File: config.mk
export PLATFORM = sky130hd
export DESIGN_NAME = integer_to_radix_ascii_top
export DESIGN_NICKNAME = d
export VERILOG_FILES = /design/src/hw/rtl/ira_pkg.sv /design/src/hw/rtl/integer_to_radix_ascii_top.sv
export SDC_FILE = /design/constraint.sdc
export NUM_CORES = 1
export LEC_CHECK = 0
export ABC_AREA = 1
export ABC_CLOCK_PERIOD_IN_PS = 6500
export BUFFER_PORTS_ARGS = -buffer_cell sky130_fd_sc_hd__buf_2
export CORE_MARGIN = 2
export CORE_UTILIZATION = 30
export CTS_BUF_LIST = sky130_fd_sc_hd__clkbuf_4
export CTS_CLUSTER_SIZE = 8
export DETAILED_ROUTE_END_ITERATION = 10
export PLACE_DENSITY = 0.52
export SLEW_MARGIN = 10
export SYNTH_ARGS = -nofsm -noshare
export SYNTH_HDL_FRONTEND = slang
export SYNTH_SLANG_ARGS = --single-unit
File: constraint.sdc
create_clock -name i_clk -period 6.5 [get_ports i_clk]
set_clock_uncertainty 0.1 [all_clocks]
set_input_delay 0.975 -clock i_clk [delete_from_list [all_inputs] [get_ports i_clk]]
set_output_delay 0.975 -clock i_clk [all_outputs]
set_load 0.005 [all_outputs]
File: src/hw/rtl/ira_pkg.sv
// Package for the radix ASCII converter: sizes, codes, radix limits, states, digit_char.
`default_nettype none
package ira_pkg;

    localparam int MAX_DIGITS  = 64;
    localparam int VALUE_WIDTH = 64;

    localparam int ADDR_W = $clog2(MAX_DIGITS);
    localparam int CNT_W  = $clog2(MAX_DIGITS + 1);
    localparam int BIT_W  = $clog2(VALUE_WIDTH);

    localparam logic [7:0] CH_ZERO  = 8'h30;  // '0'
    localparam logic [7:0] CH_UPPER = 8'h41;  // 'A'
    localparam logic [7:0] CH_LOWER = 8'h61;  // 'a'
    localparam logic [7:0] CH_MINUS = 8'h2D;  // '-'

    localparam logic [5:0] RADIX_MIN = 6'd2;
    localparam logic [5:0] RADIX_MAX = 6'd36;
    localparam logic [5:0] RADIX_DEC = 6'd10;

    localparam logic [1:0] ACT_S32 = 2'd0;
    localparam logic [1:0] ACT_S64 = 2'd1;

    typedef enum logic [2:0] {
        ST_IDLE,
        ST_DIV,
        ST_SIGN,
        ST_RD,
        ST_OUT
    } t_state;

    function automatic logic [7:0] digit_char(input logic [5:0] d, input logic lower);
        logic [7:0] base;
        base = lower ? CH_LOWER : CH_UPPER;
        if (d < 6'd10) begin
            return CH_ZERO + {2'b00, d};
        end
        return base + {2'b00, d} - 8'd10;
    endfunction

endpackage
`default_nettype wire

File: src/hw/rtl/integer_to_radix_ascii_top.sv
// Top level of the integer to radix ASCII converter: bit-serial divider, digit store, emitter.
//
// Input channel (i_in_valid / o_in_ready) takes one number: i_action selects
// signed 32-bit, signed 64-bit (magnitude only) or unsigned interpretation of i_value,
// i_radix the base (clamped to 2..36), i_lower_case the letter case (unsigned
// only). Output channel (o_out_valid / i_out_ready) gives one ASCII character
// per transfer, most significant first, o_last_char set on the final one;
// base-10 negative numbers in signed 32-bit mode get a leading '-'.
// Each digit comes from a restoring divider over the whole value that shifts
// one quotient bit per cycle; digits go least significant first into a
// MAX_DIGITS x 6 memory. Each digit character then takes a registered memory read,
// then a load of the output register, which waits while the receiver stalls.
// One number is handled at a time; o_in_ready rises again once the last
// character sits in the output register, so the next number may be taken
// while that character still waits for the receiver.
// A stalled receiver holds the output register and stops emission; nothing is
// dropped. Synchronous reset returns to idle with no output pending; the digit
// memory is not cleared, as every entry is written before it is read.
`default_nettype none
module integer_to_radix_ascii_top (
    input  wire logic       i_clk,
    input  wire logic       i_rst_n,
    input  wire logic       i_in_valid,
    output logic            o_in_ready,
    input  wire logic [1:0] i_action,
    input  wire logic [63:0] i_value,
    input  wire logic [5:0] i_radix,
    input  wire logic       i_lower_case,
    output logic            o_out_valid,
    input  wire logic       i_out_ready,
    output logic [7:0]      o_char_code,
    output logic            o_last_char
);
    import ira_pkg::*;

    t_state                   r_state, n_state;
    logic [VALUE_WIDTH-1:0]   r_quo,   n_quo;      // quotient shift register
    logic [5:0]               r_rem,   n_rem;      // partial remainder
    logic [BIT_W-1:0]         r_bit,   n_bit;      // index of the current bit, counting down
    logic                     r_qnz,   n_qnz;      // quotient nonzero so far
    logic [CNT_W-1:0]         r_cnt,   n_cnt;      // digits stored / left to emit
    logic [5:0]               r_radix, n_radix;
    logic                     r_lower, n_lower;
    logic                     r_minus, n_minus;
    logic                     r_ovld,  n_ovld;
    logic [7:0]               r_char,  n_char;
    logic                     r_last,  n_last;

    logic [5:0]               mem [MAX_DIGITS];
    logic [5:0]               r_rd;
    logic                     mem_we;

    // Input decode
    logic [5:0]               rad_c;
    logic [VALUE_WIDTH-1:0]   val_m;
    logic [31:0]              lo_neg;
    logic [VALUE_WIDTH-1:0]   mag_c;
    logic                     minus_c;
    logic                     lower_c;

    // Divider step
    logic [6:0]               trial;
    logic                     ge;
    logic [5:0]               rem_step;
    logic                     qnz_step;
    logic [CNT_W-1:0]         cnt_inc;
    logic [CNT_W-1:0]         room;
    logic                     out_free;

    always_comb begin
        priority if (i_radix < RADIX_MIN) begin
            rad_c = RADIX_MIN;
        end else if (i_radix > RADIX_MAX) begin
            rad_c = RADIX_MAX;
        end else begin
            rad_c = i_radix;
        end

        val_m   = i_value[VALUE_WIDTH-1:0];
        lo_neg  = 32'd0 - val_m[31:0];
        minus_c = 1'b0;
        lower_c = 1'b0;
        unique case (i_action)
            ACT_S32: begin
                if (val_m[31]) begin
                    mag_c   = VALUE_WIDTH'(lo_neg);
                    minus_c = (rad_c == RADIX_DEC);
                end else begin
                    mag_c = VALUE_WIDTH'(val_m[31:0]);
                end
            end
            ACT_S64: begin
                mag_c = val_m[VALUE_WIDTH-1] ? ({VALUE_WIDTH{1'b0}} - val_m) : val_m;
            end
            default: begin
                mag_c   = val_m;
                lower_c = i_lower_case;
            end
        endcase
    end

    // Restoring division, one quotient bit per cycle
    assign trial    = {r_rem, r_quo[VALUE_WIDTH-1]};
    assign ge       = (trial >= {1'b0, r_radix});
    assign rem_step = ge ? 6'(trial - {1'b0, r_radix}) : trial[5:0];
    assign qnz_step = r_qnz | ge;
    assign cnt_inc  = r_cnt + CNT_W'(1);
    assign room     = r_minus ? CNT_W'(MAX_DIGITS - 1) : CNT_W'(MAX_DIGITS);
    assign out_free = !r_ovld || i_out_ready;

    assign o_in_ready = (r_state == ST_IDLE);
    assign mem_we     = (r_state == ST_DIV) && (r_bit == '0);

    always_comb begin
        n_state = r_state;
        n_quo   = r_quo;
        n_rem   = r_rem;
        n_bit   = r_bit;
        n_qnz   = r_qnz;
        n_cnt   = r_cnt;
        n_radix = r_radix;
        n_lower = r_lower;
        n_minus = r_minus;
        n_ovld  = r_ovld && !i_out_ready;
        n_char  = r_char;
        n_last  = r_last;

        unique case (r_state)
            ST_IDLE: begin
                if (i_in_valid) begin
                    n_quo   = mag_c;
                    n_rem   = '0;
                    n_bit   = BIT_W'(VALUE_WIDTH - 1);
                    n_qnz   = 1'b0;
                    n_cnt   = '0;
                    n_radix = rad_c;
                    n_lower = lower_c;
                    n_minus = minus_c;
                    n_state = ST_DIV;
                end
            end
            ST_DIV: begin
                n_quo = {r_quo[VALUE_WIDTH-2:0], ge};
                n_rem = rem_step;
                n_qnz = qnz_step;
                n_bit = r_bit - BIT_W'(1);
                if (r_bit == '0) begin
                    // digit done: stored this cycle, start the next or go emit
                    n_cnt = cnt_inc;
                    n_rem = '0;
                    n_qnz = 1'b0;
                    n_bit = BIT_W'(VALUE_WIDTH - 1);
                    if (!(qnz_step && (cnt_inc < room))) begin
                        n_state = r_minus ? ST_SIGN : ST_RD;
                    end
                end
            end
            ST_SIGN: begin
                if (out_free) begin
                    n_ovld  = 1'b1;
                    n_char  = CH_MINUS;
                    n_last  = 1'b0;
                    n_state = ST_RD;
                end
            end
            ST_RD: begin
                n_cnt   = r_cnt - CNT_W'(1);
                n_state = ST_OUT;
            end
            ST_OUT: begin
                if (out_free) begin
                    n_ovld  = 1'b1;
                    n_char  = digit_char(r_rd, r_lower);
                    n_last  = (r_cnt == '0);
                    n_state = (r_cnt == '0) ? ST_IDLE : ST_RD;
                end
            end
            default: begin
                n_state = ST_IDLE;
            end
        endcase
    end

    always_ff @(posedge i_clk) begin
        if (!i_rst_n) begin
            r_state <= ST_IDLE;
            r_ovld  <= 1'b0;
            r_cnt   <= '0;
            r_bit   <= '0;
            r_qnz   <= 1'b0;
            r_minus <= 1'b0;
        end else begin
            r_state <= n_state;
            r_ovld  <= n_ovld;
            r_cnt   <= n_cnt;
            r_bit   <= n_bit;
            r_qnz   <= n_qnz;
            r_minus <= n_minus;
        end
    end

    always_ff @(posedge i_clk) begin
        r_quo   <= n_quo;
        r_rem   <= n_rem;
        r_radix <= n_radix;
        r_lower <= n_lower;
        r_char  <= n_char;
        r_last  <= n_last;
    end

    // Digit memory: write while dividing, registered read during emission;
    // hold the read digit while the output stalls
    always_ff @(posedge i_clk) begin
        if (mem_we) begin
            mem[r_cnt[ADDR_W-1:0]] <= rem_step;
        end
        if (r_state == ST_RD) begin
            r_rd <= mem[ADDR_W'(r_cnt - CNT_W'(1))];
        end
    end

    assign o_out_valid = r_ovld;
    assign o_char_code = r_char;
    assign o_last_char = r_last;

    a_cnt_bound: assert property (@(posedge i_clk) disable iff (!i_rst_n)
        (r_state == ST_DIV) |-> (r_cnt < CNT_W'(MAX_DIGITS)))
        else $error("digit count past memory depth");

    a_start_div: assert property (@(posedge i_clk) disable iff (!i_rst_n)
        (i_in_valid && o_in_ready) |=> (r_state == ST_DIV && r_cnt == '0))
        else $error("transfer did not start division");

    a_rd_nonempty: assert property (@(posedge i_clk) disable iff (!i_rst_n)
        (r_state == ST_RD) |-> (r_cnt != '0))
        else $error("read with no stored digit");

    a_stall_hold: assert property (@(posedge i_clk) disable iff (!i_rst_n)
        (r_ovld && !i_out_ready) |=> (r_ovld && $stable(r_char) && $stable(r_last)))
        else $error("output register changed under stall");

endmodule
`default_nettype wire
==> summary.txt <==
Critical path
  – Crit Reg-Reg Startpoint: r_cnt[0]$_SDFFE_PN0P_
  – Top fanout value on the critical path: 120
  – Setup crit end kind: flip-flop
  – CP Launch Point: r_cnt[0]$_SDFFE_PN0P_
  – Critical path arrival: 5.14 ns
  – Crit start category: flip-flop
  – Worst endpoint required time: between 7 and 8 ns
  – Crit Path Category: flip-flop to flip-flop

Layout
  – Finished Cell Area: 0.0265 mm²
  – Fin nets: 2,586
  – Layout cell share with drive strength beyond 1: 13.7%
  – Area grow syn2layout: 13.0%

Synthesis
  – Post-synthesis cell count: 2,357
  – Post-Syn Area: between 0.02 and 0.025 mm²
  – Area leader, netlist: edfxtp_1
  – Post-synth EDFFs: between 400 and 500
  – Yosys Warn Count: 0
  – Seq/Total Area, Yosys: between 60% and 70%
  – Syn avg cell area: 9.96 µm²
  – Synth top cells by count: nor2_1, edfxtp_1, nand2_1
  – Synth async-reset ratio: 0%
  – Synth top area share: 60.9%
  – Syn Nets: 2,463
  – Synth Register Bits: 495
  – Area contributors post-synth: edfxtp_1, nor2_1, o21ai_0
  – Most frequent cell after synthesis: nor2_1
  – Netlist cell types: 47
  – Prevailing post-synth register cell: edfxtp_1

STA
  – Tightest Pin Transition: 1.15 ns
  – Final setup violation count: 0
  – Max-slew violations: 0
  – Max Clk Rate: around 220 MHz
  – Final Hold Fails: 0
  – Crit share post-route: a little over two thirds
  – RSZ-0062 raised after global routing: false
  – Slew Limit Headroom: 22.8%
  – Final min period: roughly 4.5 ns
  – Setup TNS Final: 0 ns

Floorplan
  – Cell row count: a little over 100
  – IO Count: 88
  – Chip Height: roughly 280 µm
  – Core Region: 0.0775 mm²
  – Chip Width: 284 µm
  – Full die area: 0.0805 mm²
  – Starting density of the core: a little under a third

Clocking
  – Bufs on Longest Clock Path: 3
  – Worst skew pair latency: between 0.9 and 1 ns
  – Clock transition at path regs: 0.07 ns
  – Root Driver: clkbuf_4
  – H-tree levels: 4
  – Total CTS buffers: approximately 130
  – Cts hold-fix bufs: 0
  – Resized Gates After CTS: 0
  – Clock Sinks: 495
  – # Post-CTS Setup Buffers: 0
  – CTS tree: done

Route
  – Antenna Violating Nets Remaining: 0
  – Vias post-DR: 18,000
  – DRC Markers: 0
  – Initial DRC Count: 1,503
  – Final WL: between 60,000 and 70,000 µm
  – TritonRoute pass-1 iters: 5
  – Post-DR vias/cell: between 4 and 5
  – Routed wire per std cell: about 18 µm

Placed design
  – HPWL after DPL: 41,900 µm
  – Post-DP Area: between 0.02 and 0.025 mm²
  – Placer Congestion: 0.895
  – Number of port buffers: 87

Global route
  – Number of global-route vias before repair: 17,700
  – First-pass GRT wire length: about 100,000 µm
  – Initial antenna violation count: 2
  – GR Util All Layers: 16.4%
  – Largest net degree at the start of global routing: 121
  – Grt ovf: 0

Min path
  – Min-delay src: i_radix[5]
  – Min-delay worst type: primary input to flip-flop

Power
  – Power density over cell area: about 500 mW/mm²
  – Leak: 9.46 nW
  – Peak supply drop: 0.543 mV

Run
  – Max-cap violations: 0

Status
  – Status: complete, no violations
-- layout by cell type, fill, tap and decap left out, drive strengths merged, types with 55 or more instances in the layout --
cell / synthesis / layout
nand3: 187 / 187
nor2: 532 / 532
o21ai: 268 / 268
clkbuf: 45 / 187
nand2: 338 / 338
inv: 153 / 156
buf: 67 / 101
edfxtp: 476 / 476
a21oi: 55 / 55
o211ai: 100 / 100
-- power by group --
| part | switching, mW | internal (mW) | total (mW) |
|---|---|---|---|
| combinational | 3.99 | 1.20 | 5.20 |
| sequential | 0.212 | 5.03 | 5.24 |
| clock | 1.31 | 1.45 | 2.76 |
-- worst paths after layout --
kind                               end  cells after the start  slack, ns
hold / removal    r_radix[5]$_DFFE_PP_                      1       0.15
setup reg to reg     r_rd[1]$_DFFE_PP_                     10       1.96
setup / recovery     r_rd[1]$_DFFE_PP_                     10       1.96
hold reg to reg     r_qnz$_SDFFE_PN0P_                      2       0.36
-- flip-flops by register name, indices dropped and copies added (netlist names), 6 cells and up --
register and count:
r_cnt 7, r_radix 6, o_char_code 8, r_bit 6, r_quo 64, r_rd 6
mem 384, r_rem 6
-- per-layer routing --
layer / global-route usage [%] / vias to the layer above / share of wire, %
li1: - / 8574 / -
met1: 21.8 / 8718 / 44
met2: 26.2 / 614 / 47
met3: 3.38 / 110 / 6.3
met4: 6.39 / 0 / 2.4
met5: 0 / - / 0
-- metrics by stage --
step                      power (mW)  std cells  utilization [%]  hold slack, ns  setup WS, ns
after floorplan                 8.51       2357                -           0.322          1.92
after global placement          10.5       3386             32.1           0.342          2.07
after detailed placement        10.5       3386             32.1           0.342          1.96
after CTS                       13.3       3615             34.2          0.0220          1.96
after global routing            14.0       3619             34.3          0.0658          1.60
final                           13.2       3619             34.3           0.151          1.96
-- critical path: stages, from the launching register on --
cell,delay (ns)
dfxtp_4,1.06
inv_4,0.61
ha_4,0.99
buf_12,0.46
nor2_1,0.10
o21ai_0,0.10
o211ai_1,0.19
nand3_1,0.15
nand3_1,0.17
nand3_1,0.15
nand2_1,0.07
-- area by class of cell --
cell class,instances,area (µm²)
flip-flops and latches,495,14700
clock buffers,187,1400
clock inverters,42,277
diodes,4,10.0
repair buffers,101,553
well taps,1040,1300
multi-input cells,1597,7740
inverters,153,577
fillers,7924,50900
-- kinds of logic (layout without fill, tap and decap cells) --
family / after synthesis / in the layout / share of synthesized area (%)
xor+xnor: 13 / 13 / 0.677
flops: 495 / 495 / 62.5
simple gates: 1100 / 1100 / 19.4
compound gates: 455 / 455 / 11.1
other cells: 0 / 4 / 0
buf+inv: 265 / 483 / 4.72
fa+ha+maj: 29 / 29 / 1.61
Power figures use the tool's default switching activity.
